[config.mk]
export PLATFORM = sky130hd
export DESIGN_NAME = directional_nearest_rect_search
export DESIGN_NICKNAME = d
export VERILOG_FILES = /design/src/drns_pkg.sv /design/src/drns_eval.sv /design/src/directional_nearest_rect_search.sv
export SDC_FILE = /design/constraint.sdc
export NUM_CORES = 2
export LEC_CHECK = 0
export BUFFER_PORTS_ARGS = -buffer_cell sky130_fd_sc_hd__buf_2
export CAP_MARGIN = 15
export CORE_MARGIN = 5
export CORE_UTILIZATION = 51
export CTS_CLUSTER_SIZE = 25
export DETAILED_ROUTE_END_ITERATION = 6
export GPL_ROUTABILITY_DRIVEN = 0
export PLACE_DENSITY = 0.71
export SYNTH_ARGS = -nofsm -noshare
export SYNTH_HDL_FRONTEND = slang
export SYNTH_SLANG_ARGS = --single-unit
[constraint.sdc]
create_clock -name clock -period 8.7 [get_ports clock]
set_input_delay 0.87 -clock clock [delete_from_list [all_inputs] [get_ports clock]]
set_output_delay 0.87 -clock clock [all_outputs]
set_load 0.01 [all_outputs]
[src/drns_pkg.sv]
// types, constants and codes of the directional nearest rectangle search
package drns_pkg;

   localparam int MAX_ENTRIES = 16;
   localparam int IDX_W       = $clog2(MAX_ENTRIES);
   localparam int CNT_W       = $clog2(MAX_ENTRIES + 1);

   localparam int SLOT_W  = 4;
   localparam int CSR_W   = 5;
   localparam int COORD_W = 10;
   localparam int EDGE_W  = COORD_W + 1;
   localparam int D2_W    = 2 * EDGE_W + 1;

   localparam int DRAIN_CYCLES = 2;
   localparam int DRAIN_W      = (DRAIN_CYCLES > 1) ? $clog2(DRAIN_CYCLES) : 1;

   localparam logic OP_WRITE = 1'b0;
   localparam logic OP_QUERY = 1'b1;

   localparam logic [1:0] DIR_UP    = 2'd0;
   localparam logic [1:0] DIR_RIGHT = 2'd1;
   localparam logic [1:0] DIR_DOWN  = 2'd2;
   localparam logic [1:0] DIR_LEFT  = 2'd3;

   typedef struct packed {
      logic [COORD_W-1:0] x;
      logic [COORD_W-1:0] y;
      logic [COORD_W-1:0] w;
      logic [COORD_W-1:0] h;
      logic               label;
   } entry_type;

   typedef struct packed {
      logic [EDGE_W-1:0] x_lo;
      logic [EDGE_W-1:0] y_lo;
      logic [EDGE_W-1:0] x_hi;
      logic [EDGE_W-1:0] y_hi;
      logic [EDGE_W-1:0] cx;
      logic [EDGE_W-1:0] cy;
   } act_ref_type;

   typedef struct packed {
      logic             valid;
      logic [IDX_W-1:0] idx;
      logic [D2_W-1:0]  d2;
   } cand_type;

   typedef enum logic [2:0] {
      ST_IDLE,
      ST_ACT,
      ST_SCAN,
      ST_DRAIN,
      ST_DONE
   } state_type;

endpackage

[src/drns_eval.sv]
// candidate filter and squared centre distance, two register stages
module drns_eval (
   input  logic                              clock,
   input  logic                              reset,
   input  logic                              in_valid,
   input  logic [drns_pkg::IDX_W-1:0]        in_idx,
   input  drns_pkg::entry_type               entry,
   input  drns_pkg::act_ref_type             act_ref,
   input  logic [1:0]                        dir,
   input  logic [drns_pkg::IDX_W-1:0]        act_idx,
   output drns_pkg::cand_type                cand
);

   localparam int EW = drns_pkg::EDGE_W;

   logic [EW-1:0] c_x_lo;
   logic [EW-1:0] c_y_lo;
   logic [EW-1:0] c_x_hi;
   logic [EW-1:0] c_y_hi;
   logic [EW-1:0] c_cx;
   logic [EW-1:0] c_cy;
   logic          beyond;
   logic          keep;
   logic [EW-1:0] ux_in;
   logic [EW-1:0] uy_in;

   logic                       s1_valid_ff;
   logic [drns_pkg::IDX_W-1:0] s1_idx_ff;
   logic [EW-1:0]              ux_ff;
   logic [EW-1:0]              uy_ff;

   logic [2*EW-1:0]            sqx;
   logic [2*EW-1:0]            sqy;
   logic [drns_pkg::D2_W-1:0]  d2_in;

   logic                       s2_valid_ff;
   logic [drns_pkg::IDX_W-1:0] s2_idx_ff;
   logic [drns_pkg::D2_W-1:0]  d2_ff;

   always_comb begin
      c_x_lo = EW'(entry.x);
      c_y_lo = EW'(entry.y);
      c_x_hi = EW'(entry.x) + EW'(entry.w);
      c_y_hi = EW'(entry.y) + EW'(entry.h);
      c_cx   = EW'(entry.x) + EW'(entry.w >> 1);
      c_cy   = EW'(entry.y) + EW'(entry.h >> 1);
      case (dir)
         drns_pkg::DIR_UP:    beyond = (c_y_hi <= act_ref.y_lo);
         drns_pkg::DIR_RIGHT: beyond = (c_x_lo >= act_ref.x_hi);
         drns_pkg::DIR_DOWN:  beyond = (c_y_lo >= act_ref.y_hi);
         drns_pkg::DIR_LEFT:  beyond = (c_x_hi <= act_ref.x_lo);
         default:             beyond = 1'b0;
      endcase
      keep  = in_valid && (in_idx != act_idx) && !entry.label && beyond;
      ux_in = (act_ref.cx >= c_cx) ? (act_ref.cx - c_cx) : (c_cx - act_ref.cx);
      uy_in = (act_ref.cy >= c_cy) ? (act_ref.cy - c_cy) : (c_cy - act_ref.cy);
   end

   always_comb begin
      sqx   = ux_ff * ux_ff;
      sqy   = uy_ff * uy_ff;
      d2_in = drns_pkg::D2_W'(sqx) + drns_pkg::D2_W'(sqy);
   end

   always_ff @(posedge clock) begin
      if (reset) begin
         s1_valid_ff <= 1'b0;
         s2_valid_ff <= 1'b0;
      end else begin
         s1_valid_ff <= keep;
         s2_valid_ff <= s1_valid_ff;
      end
      s1_idx_ff <= in_idx;
      ux_ff     <= ux_in;
      uy_ff     <= uy_in;
      s2_idx_ff <= s1_idx_ff;
      d2_ff     <= d2_in;
   end

   assign cand.valid = s2_valid_ff;
   assign cand.idx   = s2_idx_ff;
   assign cand.d2    = d2_ff;

endmodule

[src/directional_nearest_rect_search.sv]
// top level: rectangle table, query sequencer and nearest candidate tracking
//
// one request channel (start / busy) carries either a table write or a query;
// a request is taken on a rising edge with start high and busy low.
// a write stores the rectangle into the table memory in that same edge, gives
// no response and leaves busy low, so a write can be issued every cycle while
// no query holds busy. a query raises busy: the active entry is read, then
// the table is scanned one entry per cycle through the memory read port, the
// distance pipeline drains and the response is shown. the scan covers n
// entries, n being the entry count saturated at 16; with no active entry the
// query goes straight to the response. the response is on rsp_found /
// rsp_found_index for one cycle with rsp_strobe high; the receiver cannot
// stall it. csr_write_enable writes the entry count; the user must write it
// only while busy is low, the block does not enforce this. reset clears the
// sequencer and the entry count; table contents are undefined until written
// and must be written before a query reads them.
module directional_nearest_rect_search (
   input  logic                           clock,
   input  logic                           reset,
   input  logic                           start,
   output logic                           busy,
   input  logic                           req_operation,
   input  logic [drns_pkg::SLOT_W-1:0]    req_entry_index,
   input  logic [drns_pkg::COORD_W-1:0]   req_rect_x,
   input  logic [drns_pkg::COORD_W-1:0]   req_rect_y,
   input  logic [drns_pkg::COORD_W-1:0]   req_rect_width,
   input  logic [drns_pkg::COORD_W-1:0]   req_rect_height,
   input  logic                           req_is_label,
   input  logic [1:0]                     req_direction,
   input  logic [drns_pkg::SLOT_W-1:0]    req_active_index,
   input  logic                           req_has_active,
   input  logic                           csr_write_enable,
   input  logic [drns_pkg::CSR_W-1:0]     csr_write_data,
   output logic                           rsp_strobe,
   output logic                           rsp_found,
   output logic [drns_pkg::SLOT_W-1:0]    rsp_found_index
);

   localparam int IW = drns_pkg::IDX_W;
   localparam int CW = drns_pkg::CNT_W;
   localparam int EW = drns_pkg::EDGE_W;

   drns_pkg::entry_type mem [drns_pkg::MAX_ENTRIES];
   drns_pkg::entry_type rd_data_ff;
   logic                rd_en;
   logic [IW-1:0]       rd_addr;

   drns_pkg::state_type state_ff;
   drns_pkg::state_type state_in;

   logic [drns_pkg::CSR_W-1:0] count_ff;
   logic [CW-1:0]              n_ff;
   logic [IW-1:0]              act_idx_ff;
   logic [1:0]                 dir_ff;
   logic [CW-1:0]              rd_idx_ff;
   logic [CW-1:0]              rd_idx_in;
   logic                       p0_valid_ff;
   logic                       p0_valid_in;
   logic [IW-1:0]              p0_idx_ff;
   logic [drns_pkg::DRAIN_W-1:0] drain_ff;
   logic [drns_pkg::DRAIN_W-1:0] drain_in;
   drns_pkg::act_ref_type      act_ref_ff;
   drns_pkg::act_ref_type      act_ref_in;

   logic                       hit_ff;
   logic                       hit_in;
   logic [IW-1:0]              best_idx_ff;
   logic [IW-1:0]              best_idx_in;
   logic [drns_pkg::D2_W-1:0]  best_d_ff;
   logic [drns_pkg::D2_W-1:0]  best_d_in;

   drns_pkg::cand_type         cand;

   logic accept;
   logic query_go;
   logic write_go;

   assign busy     = (state_ff != drns_pkg::ST_IDLE);
   assign accept   = start && !busy;
   assign query_go = accept && (req_operation == drns_pkg::OP_QUERY);
   assign write_go = accept && (req_operation == drns_pkg::OP_WRITE)
                     && (32'(req_entry_index) < drns_pkg::MAX_ENTRIES);

   // table memory, one write port and one registered read port
   always_ff @(posedge clock) begin
      if (write_go) begin
         mem[IW'(req_entry_index)] <= '{x: req_rect_x, y: req_rect_y, w: req_rect_width,
                                        h: req_rect_height, label: req_is_label};
      end
      if (rd_en) begin
         rd_data_ff <= mem[rd_addr];
      end
   end

   always_comb begin
      state_in    = state_ff;
      rd_en       = 1'b0;
      rd_addr     = rd_idx_ff[IW-1:0];
      rd_idx_in   = rd_idx_ff;
      p0_valid_in = 1'b0;
      drain_in    = drain_ff;
      act_ref_in  = act_ref_ff;
      case (state_ff)
         drns_pkg::ST_IDLE: begin
            if (query_go) begin
               if (req_has_active && (32'(req_active_index) < drns_pkg::MAX_ENTRIES)) begin
                  rd_en    = 1'b1;
                  rd_addr  = IW'(req_active_index);
                  state_in = drns_pkg::ST_ACT;
               end else begin
                  state_in = drns_pkg::ST_DONE;
               end
            end
         end
         drns_pkg::ST_ACT: begin
            act_ref_in.x_lo = EW'(rd_data_ff.x);
            act_ref_in.y_lo = EW'(rd_data_ff.y);
            act_ref_in.x_hi = EW'(rd_data_ff.x) + EW'(rd_data_ff.w);
            act_ref_in.y_hi = EW'(rd_data_ff.y) + EW'(rd_data_ff.h);
            act_ref_in.cx   = EW'(rd_data_ff.x) + EW'(rd_data_ff.w >> 1);
            act_ref_in.cy   = EW'(rd_data_ff.y) + EW'(rd_data_ff.h >> 1);
            rd_idx_in       = '0;
            state_in        = drns_pkg::ST_SCAN;
         end
         drns_pkg::ST_SCAN: begin
            if (rd_idx_ff == n_ff) begin
               drain_in = '0;
               state_in = drns_pkg::ST_DRAIN;
            end else begin
               rd_en       = 1'b1;
               p0_valid_in = 1'b1;
               rd_idx_in   = rd_idx_ff + CW'(1);
            end
         end
         drns_pkg::ST_DRAIN: begin
            if (drain_ff == drns_pkg::DRAIN_W'(drns_pkg::DRAIN_CYCLES - 1)) begin
               state_in = drns_pkg::ST_DONE;
            end else begin
               drain_in = drain_ff + drns_pkg::DRAIN_W'(1);
            end
         end
         drns_pkg::ST_DONE: begin
            state_in = drns_pkg::ST_IDLE;
         end
         default: begin
            state_in = drns_pkg::ST_IDLE;
         end
      endcase
   end

   // running minimum, strict less so the lowest slot keeps a tie
   always_comb begin
      hit_in      = hit_ff;
      best_idx_in = best_idx_ff;
      best_d_in   = best_d_ff;
      if (query_go) begin
         hit_in      = 1'b0;
         best_idx_in = '0;
      end else if (cand.valid && (!hit_ff || (cand.d2 < best_d_ff))) begin
         hit_in      = 1'b1;
         best_idx_in = cand.idx;
         best_d_in   = cand.d2;
      end
   end

   always_ff @(posedge clock) begin
      if (reset) begin
         state_ff    <= drns_pkg::ST_IDLE;
         count_ff    <= '0;
         p0_valid_ff <= 1'b0;
         hit_ff      <= 1'b0;
         best_idx_ff <= '0;
      end else begin
         state_ff    <= state_in;
         p0_valid_ff <= p0_valid_in;
         hit_ff      <= hit_in;
         best_idx_ff <= best_idx_in;
         if (csr_write_enable) begin
            count_ff <= csr_write_data;
         end
      end
   end

   always_ff @(posedge clock) begin
      if (query_go) begin
         n_ff       <= (count_ff > drns_pkg::CSR_W'(drns_pkg::MAX_ENTRIES))
                       ? CW'(drns_pkg::MAX_ENTRIES) : CW'(count_ff);
         act_idx_ff <= IW'(req_active_index);
         dir_ff     <= req_direction;
      end
      rd_idx_ff  <= rd_idx_in;
      p0_idx_ff  <= rd_idx_ff[IW-1:0];
      drain_ff   <= drain_in;
      act_ref_ff <= act_ref_in;
      best_d_ff  <= best_d_in;
   end

   drns_eval u_eval (
      .clock    (clock),
      .reset    (reset),
      .in_valid (p0_valid_ff),
      .in_idx   (p0_idx_ff),
      .entry    (rd_data_ff),
      .act_ref  (act_ref_ff),
      .dir      (dir_ff),
      .act_idx  (act_idx_ff),
      .cand     (cand)
   );

   assign rsp_strobe      = (state_ff == drns_pkg::ST_DONE);
   assign rsp_found       = hit_ff;
   assign rsp_found_index = drns_pkg::SLOT_W'(best_idx_ff);

endmodule

### Yosys cells after proc, flatten, opt, wreduce, memory -nomap -nowiden

Memory sizes are Yosys's and may differ from the RTL's. A register that Yosys moved wholly into a read port is not among the register bits.
Index checks and enable logic that the tools add are counted.

* register bits: 177
* bits in latches: 0
* RAM bits: 656
* bits in read-only memories: 0
* bits of input ports: 62
* output and inout port bits: 7
* logic and storage cells: 107
* memories: 1

Memory list
* mem: words 16, bits a word 41, read ports 1, clocked after memory_dff 1, write ports 1, line directional_nearest_rect_search.sv:43 `drns_pkg::entry_type mem [drns_pkg::MAX_ENTRIES];`

* $add $sub $neg: 11
* multipliers: 2
* divide/modulo/power cells: 0
* order comparisons: 8
* equal/unequal tests: 13
* shifts and indexed selects: 0
* multiplexer cells: 22
* bitwise logic cells: 3
* reduce and logical (&&, ||, !) cells: 22

Operator list (number)
* multiplier 11 x 11 -> 22 bit: 2
* subtractor 11 bit: 4
* adder 22 x 22 -> 23 bit: 1
* less-than comparator 23 bit: 1
* adder 10 x 10 -> 11 bit: 2
* adder 10 x 9 -> 11 bit: 2
* >= comparator 10 x 11 -> 1 bit: 2
* >= comparator 11 bit: 2
* less-or-equal comparator 11 x 10 -> 1 bit: 2
* 2-to-1 mux 11 bit: 2
* 2-to-1 mux 3 bit: 4
* 2-to-1 mux 4 bit: 3
* one-hot mux 3 bit (4 select lines): 1
* one-hot mux 5 bit (2 select lines): 1
* != test 2 bit (second input constant): 4
* logical AND 1 bit: 7
* 2-to-1 mux 1 bit: 7
* equality test 3 x 2 -> 1 bit (second input constant): 2
* AND reduction 2 bit: 3
* adder 5 x 1 -> 5 bit (second input constant): 1
* equality test 5 bit: 1
* > comparator 5 bit (second input constant): 1
* 2-to-1 mux 5 bit: 1
* equality test 2 bit (second input constant): 2
* 16 further kinds: 23

### Logic depth before layout (Yosys ltp)

* depth in word-level cells: 6
* depth in mapped cells: 23
* depth with buffers taken out: 22

### Cells and area by module

Synthesis repeated with hierarchy kept, for this count alone.

* cell total of the unflattened synthesis: 3404
* area total of the unflattened synthesis: 45168.3 µm²

By module, submodules not included
* directional_nearest_rect_search: times used 1, cells an instance 1993, area an instance 32666.3 µm²
* drns_eval: times used 1, cells an instance 1411, area an instance 12502.0 µm²

### Worst setup path after synthesis

OpenSTA, ideal clock, no wires.

* path kind: register to register
* start: register u_eval.ux_ff[1]
* end: register u_eval.d2_ff[22] in the netlist's numbering
* library setup time: 0.123 ns
* data arrival time: 6.068 ns
* required time: 8.577 ns
* setup slack: 2.509 ns
* cell stages (with the launch flop): 22
* clock period less this slack: 6.191 ns
* cell sequence: dfxtp_1 -> clkbuf_1 -> inv_1 -> nor2_1 -> fa_1 -> inv_1 -> fa_1 -> fa_1 -> inv_1 -> fa_1 -> fa_1 -> fa_1 -> fa_1 -> ha_1 -> clkbuf_1 -> nand4_1 -> and3_1 -> a21boi_0 -> nand2_1 -> a211oi_1 -> o221ai_1 -> xnor2_1

* longest elaborated chain between the ends: 2

RTL lines
* from (decl): line drns_eval.sv:29 `logic [EW-1:0] ux_ff;`
* from (signal assigned): line drns_eval.sv:74 `ux_ff <= ux_in;`
* multiplier 11 x 11 -> 22 bit: line drns_eval.sv:60 `sqx = ux_ff * ux_ff;`
* adder 22 x 22 -> 23 bit: line drns_eval.sv:62 `d2_in = drns_pkg::D2_W'(sqx) + drns_pkg::D2_W'(sqy);`
* named net u_eval.d2_in, one bit: line drns_eval.sv:34 `logic [drns_pkg::D2_W-1:0] d2_in;`
* to (signal assigned): line drns_eval.sv:77 `d2_ff <= d2_in;`
* to (decl): line drns_eval.sv:38 `logic [drns_pkg::D2_W-1:0] d2_ff;`

The timed path passes the listed nets, and every way through them passes these cells.
A chain may end at the register's enable or synchronous reset.

### Final worst setup path

* start: register u_eval.ux_ff[8]
* end: register u_eval.d2_ff[22] in the netlist's numbering

The elaborated chain is that of the path after synthesis.

==> flow_metrics.env <==
export IMPL_finalHoldViolCount=0
export IMPL_grt_pass1_vias=30200
export IMPL_avgSynthCellArea_um2=12.7
export IMPL_cts_num_sinks=874
export IMPL_crit_family="adder cells"
export IMPL_syn_nets=4089
export IMPL_n_fill_cell=7157
export IMPL_syn2layout_area_growth_pct=9.80
export IMPL_rows=110
export IMPL_cts_root_buf="clkbuf_16"
export IMPL_synth_edf_count=801
export IMPL_yosys_warnings=0
export IMPL_busiest_layer="met2"
export IMPL_cts_resized=0
export IMPL_path_buf_inv=3
export IMPL_synthesis_area_mm2=0.0458
export IMPL_period_minus_slack_ns=6.61
export IMPL_cp_cell_sequence="inv_1 > nor2_1 > fa_1 > inv_1 > fa_1 > fa_1 > inv_1 > fa_1 > fa_1 > fa_1 > fa_1 > ha_1 > nand4_1 > and3_1 > a21boi_0 > nand2_1 > a211oi_1 > o221ai_1 > xnor2_1"
export IMPL_yosys_area_top_type_share_pct=52.5
export IMPL_start_util_pct=51.1
export IMPL_crit_type="register to register"
export IMPL_cts_tree="yes"
export IMPL_drt_iter0_markers=2897
export IMPL_crit_required_ns=9.24
export IMPL_postCtsSetupBuffers=0
export IMPL_ys_seq_area_share_pct=55.7
export IMPL_vias=29900
export IMPL_clk_path_buf_depth=3
export IMPL_grt_pass1_wl_mm=177
export IMPL_finalSetupTns_ns=0
export IMPL_use_met3_pct=4.05
export IMPL_grt_antenna_before_repair=11
export IMPL_path_common_cell="fa_1"
export IMPL_use_met2_pct=41.6
export IMPL_nets=4091
export IMPL_synth_largest_area_cell="edfxtp_1"
export IMPL_multi_input_area_mm2=0.0185
export IMPL_viasPerCell=6.14
export IMPL_rsz0062_at_grt="no"
export IMPL_antenna_left=0
export IMPL_die_w_um=310
export IMPL_worst_pin_slew_ns=1.20
export IMPL_fp_dieArea_mm2=0.0959
export IMPL_status="finished clean"
export IMPL_portBuffers=68
export IMPL_wire_per_inst_um=23.9
export IMPL_syn_inst=3614
export IMPL_drive_above_1_share_pct=8.17
export IMPL_cp_start_kind="register"
export IMPL_cpPeakStageDelay_ns=0.58
export IMPL_final_cell_mix="801 x edfxtp_1, 325 x inv_1, 243 x ha_1, 231 x nand2_1, 170 x fa_1"
export IMPL_clk_latency_ns=0.66
export IMPL_yosys_top_cells_area="edfxtp_1 53%, fa_1 7.4%, ha_1 6.6%, dfxtp_1 3.2%, mux2i_1 2.8%"
export IMPL_layout_commonest_cell="edfxtp_1"
export IMPL_grt_util_met1_pct=30.5
export IMPL_relSlewSlack_pct=20.3
export IMPL_cts_clk_slew_worst_paths_ns=0.06
export IMPL_cts_hold_buf=0
export IMPL_cp_slowest_cell="dfxtp_1"
export IMPL_cts_max_level=3
export IMPL_grt_max_degree=163
export IMPL_synth_seq_cells=874
export IMPL_fin_crit_sh_pct=76.0
export IMPL_setup_violations=0
export IMPL_ys_flop_type="edfxtp_1"
export IMPL_drt_pass1_iterations=5
export IMPL_cp_end_kind="register"
export IMPL_ios=69
export IMPL_routed_wl_mm=116
export IMPL_track_usage_pct=24.1
export IMPL_cp_max_fo=12
export IMPL_core_area_mm2=0.0896
export IMPL_yosysUniqueCellTypes=69
export IMPL_die_height_um=310
export IMPL_drv_slew=0
export IMPL_maxCapViolCount=0
export IMPL_arrival_ns=7.15
export IMPL_dpl_hpwl_mm=68.1
export IMPL_route_detailed_drc=0
export IMPL_final_seq_area_mm2=0.0255
export IMPL_numCtsBuffers=92
export IMPL_min_path_type="register to register"
export IMPL_skew_ns=0.0307
export IMPL_timing_fmax_ghz=0.151
export IMPL_gr_total_overflow=0
export IMPL_synthArstFlopShare_pct=0
## state kept, by name, summed over array words and instances (netlist names), 2 cells and up
register,count
mem,656
act_ref_ff,64
rd_data_ff,41
best_d_ff,23
u_eval.d2_ff,23
u_eval.ux_ff,11
u_eval.uy_ff,11
count_ff,5
n_ff,5
rd_idx_ff,5
act_idx_ff,4
p0_idx_ff,4
rsp_found_index,4
u_eval.s1_idx_ff,4
u_eval.s2_idx_ff,4
state_ff,3
dir_ff,2
## metal layers
metal / vias up / share of wire (%)
met2: 1157 / 50
met4: 6 / 4.1
met1: 15000 / 39
met3: 316 / 6.7
li1: 13400 / -
met5: - / 0.037
## area by class of cell
type / count / share of cell area, %
flip-flops and latches: 874 / 50.7
multi-input cells: 2206 / 36.7
clock buffers: 123 / 5.00
well taps: 1176 / 2.93
inverters: 326 / 2.44
repair buffers: 116 / 1.50
clock inverters: 40 / 0.645
diodes: 7 / 0.0348
## cell usage after synthesis, drive strengths merged, types with 74 or more instances
master   count
inv        326
nor3b      144
ha         243
a2111oi     84
o21ai       74
fa         170
edfxtp     801
a21oi       89
nand2      232
nor2b       76
mux2i      126
nand3      119
nor2        98
a211oi      86
clkbuf     169
## cells by family after synthesis
kind of cell	Yosys count	synth area share [%]
AO/OA/AOI/OAI	644	10.2
XOR/XNOR	87	1.66
adder cells (fa/ha/maj)	413	14.1
buffers and inverters	534	4.52
flip-flops	874	55.7
multiplexers	132	2.91
AND/OR/NAND/NOR	930	10.9
## per-stage QoR
stage | hold WS [ns] | cells | utilization, % | setup slack [ns] | area, um2
after detailed placement | 0.312 | 4697 | 52.9 | 2.11 | 47400
after global routing | 0.333 | 4863 | 56.1 | 1.72 | 50300
after global placement | 0.311 | 4697 | 52.9 | 2.21 | 47400
after floorplan | 0.310 | 3614 | - | 2.51 | 45800
after CTS | 0.326 | 4860 | 56.1 | 2.13 | 50200
final | 0.331 | 4868 | 56.1 | 2.09 | 50300
## worst reg2reg max path, delay by kind of cell, from the launching register on
| kind | cells | cell delay (ns) |
|---|---|---|
| compound gates | 3 | 0.98 |
| xor+xnor | 1 | 0.15 |
| fa+ha+maj | 8 | 3.81 |
| buf+inv | 3 | 0.26 |
| flops | 1 | 0.58 |
| simple gates | 4 | 0.72 |
## worst paths after layout
path / startpoint / end / slack [ns] / cells after the start
max: u_eval.ux_ff[8] / u_eval.d2_ff[22] / 2.09 / 19
min: u_eval.s1_idx_ff[0] / u_eval.s2_idx_ff[0] / 0.33 / 0
max reg2reg: u_eval.ux_ff[8] / u_eval.d2_ff[22] / 2.09 / 19
min reg2reg: u_eval.s1_idx_ff[0] / u_eval.s2_idx_ff[0] / 0.33 / 0
Power is left out: the tool's default activity adds up to more than one toggle a clock period on the data nets, which glitch-free logic cannot reach.
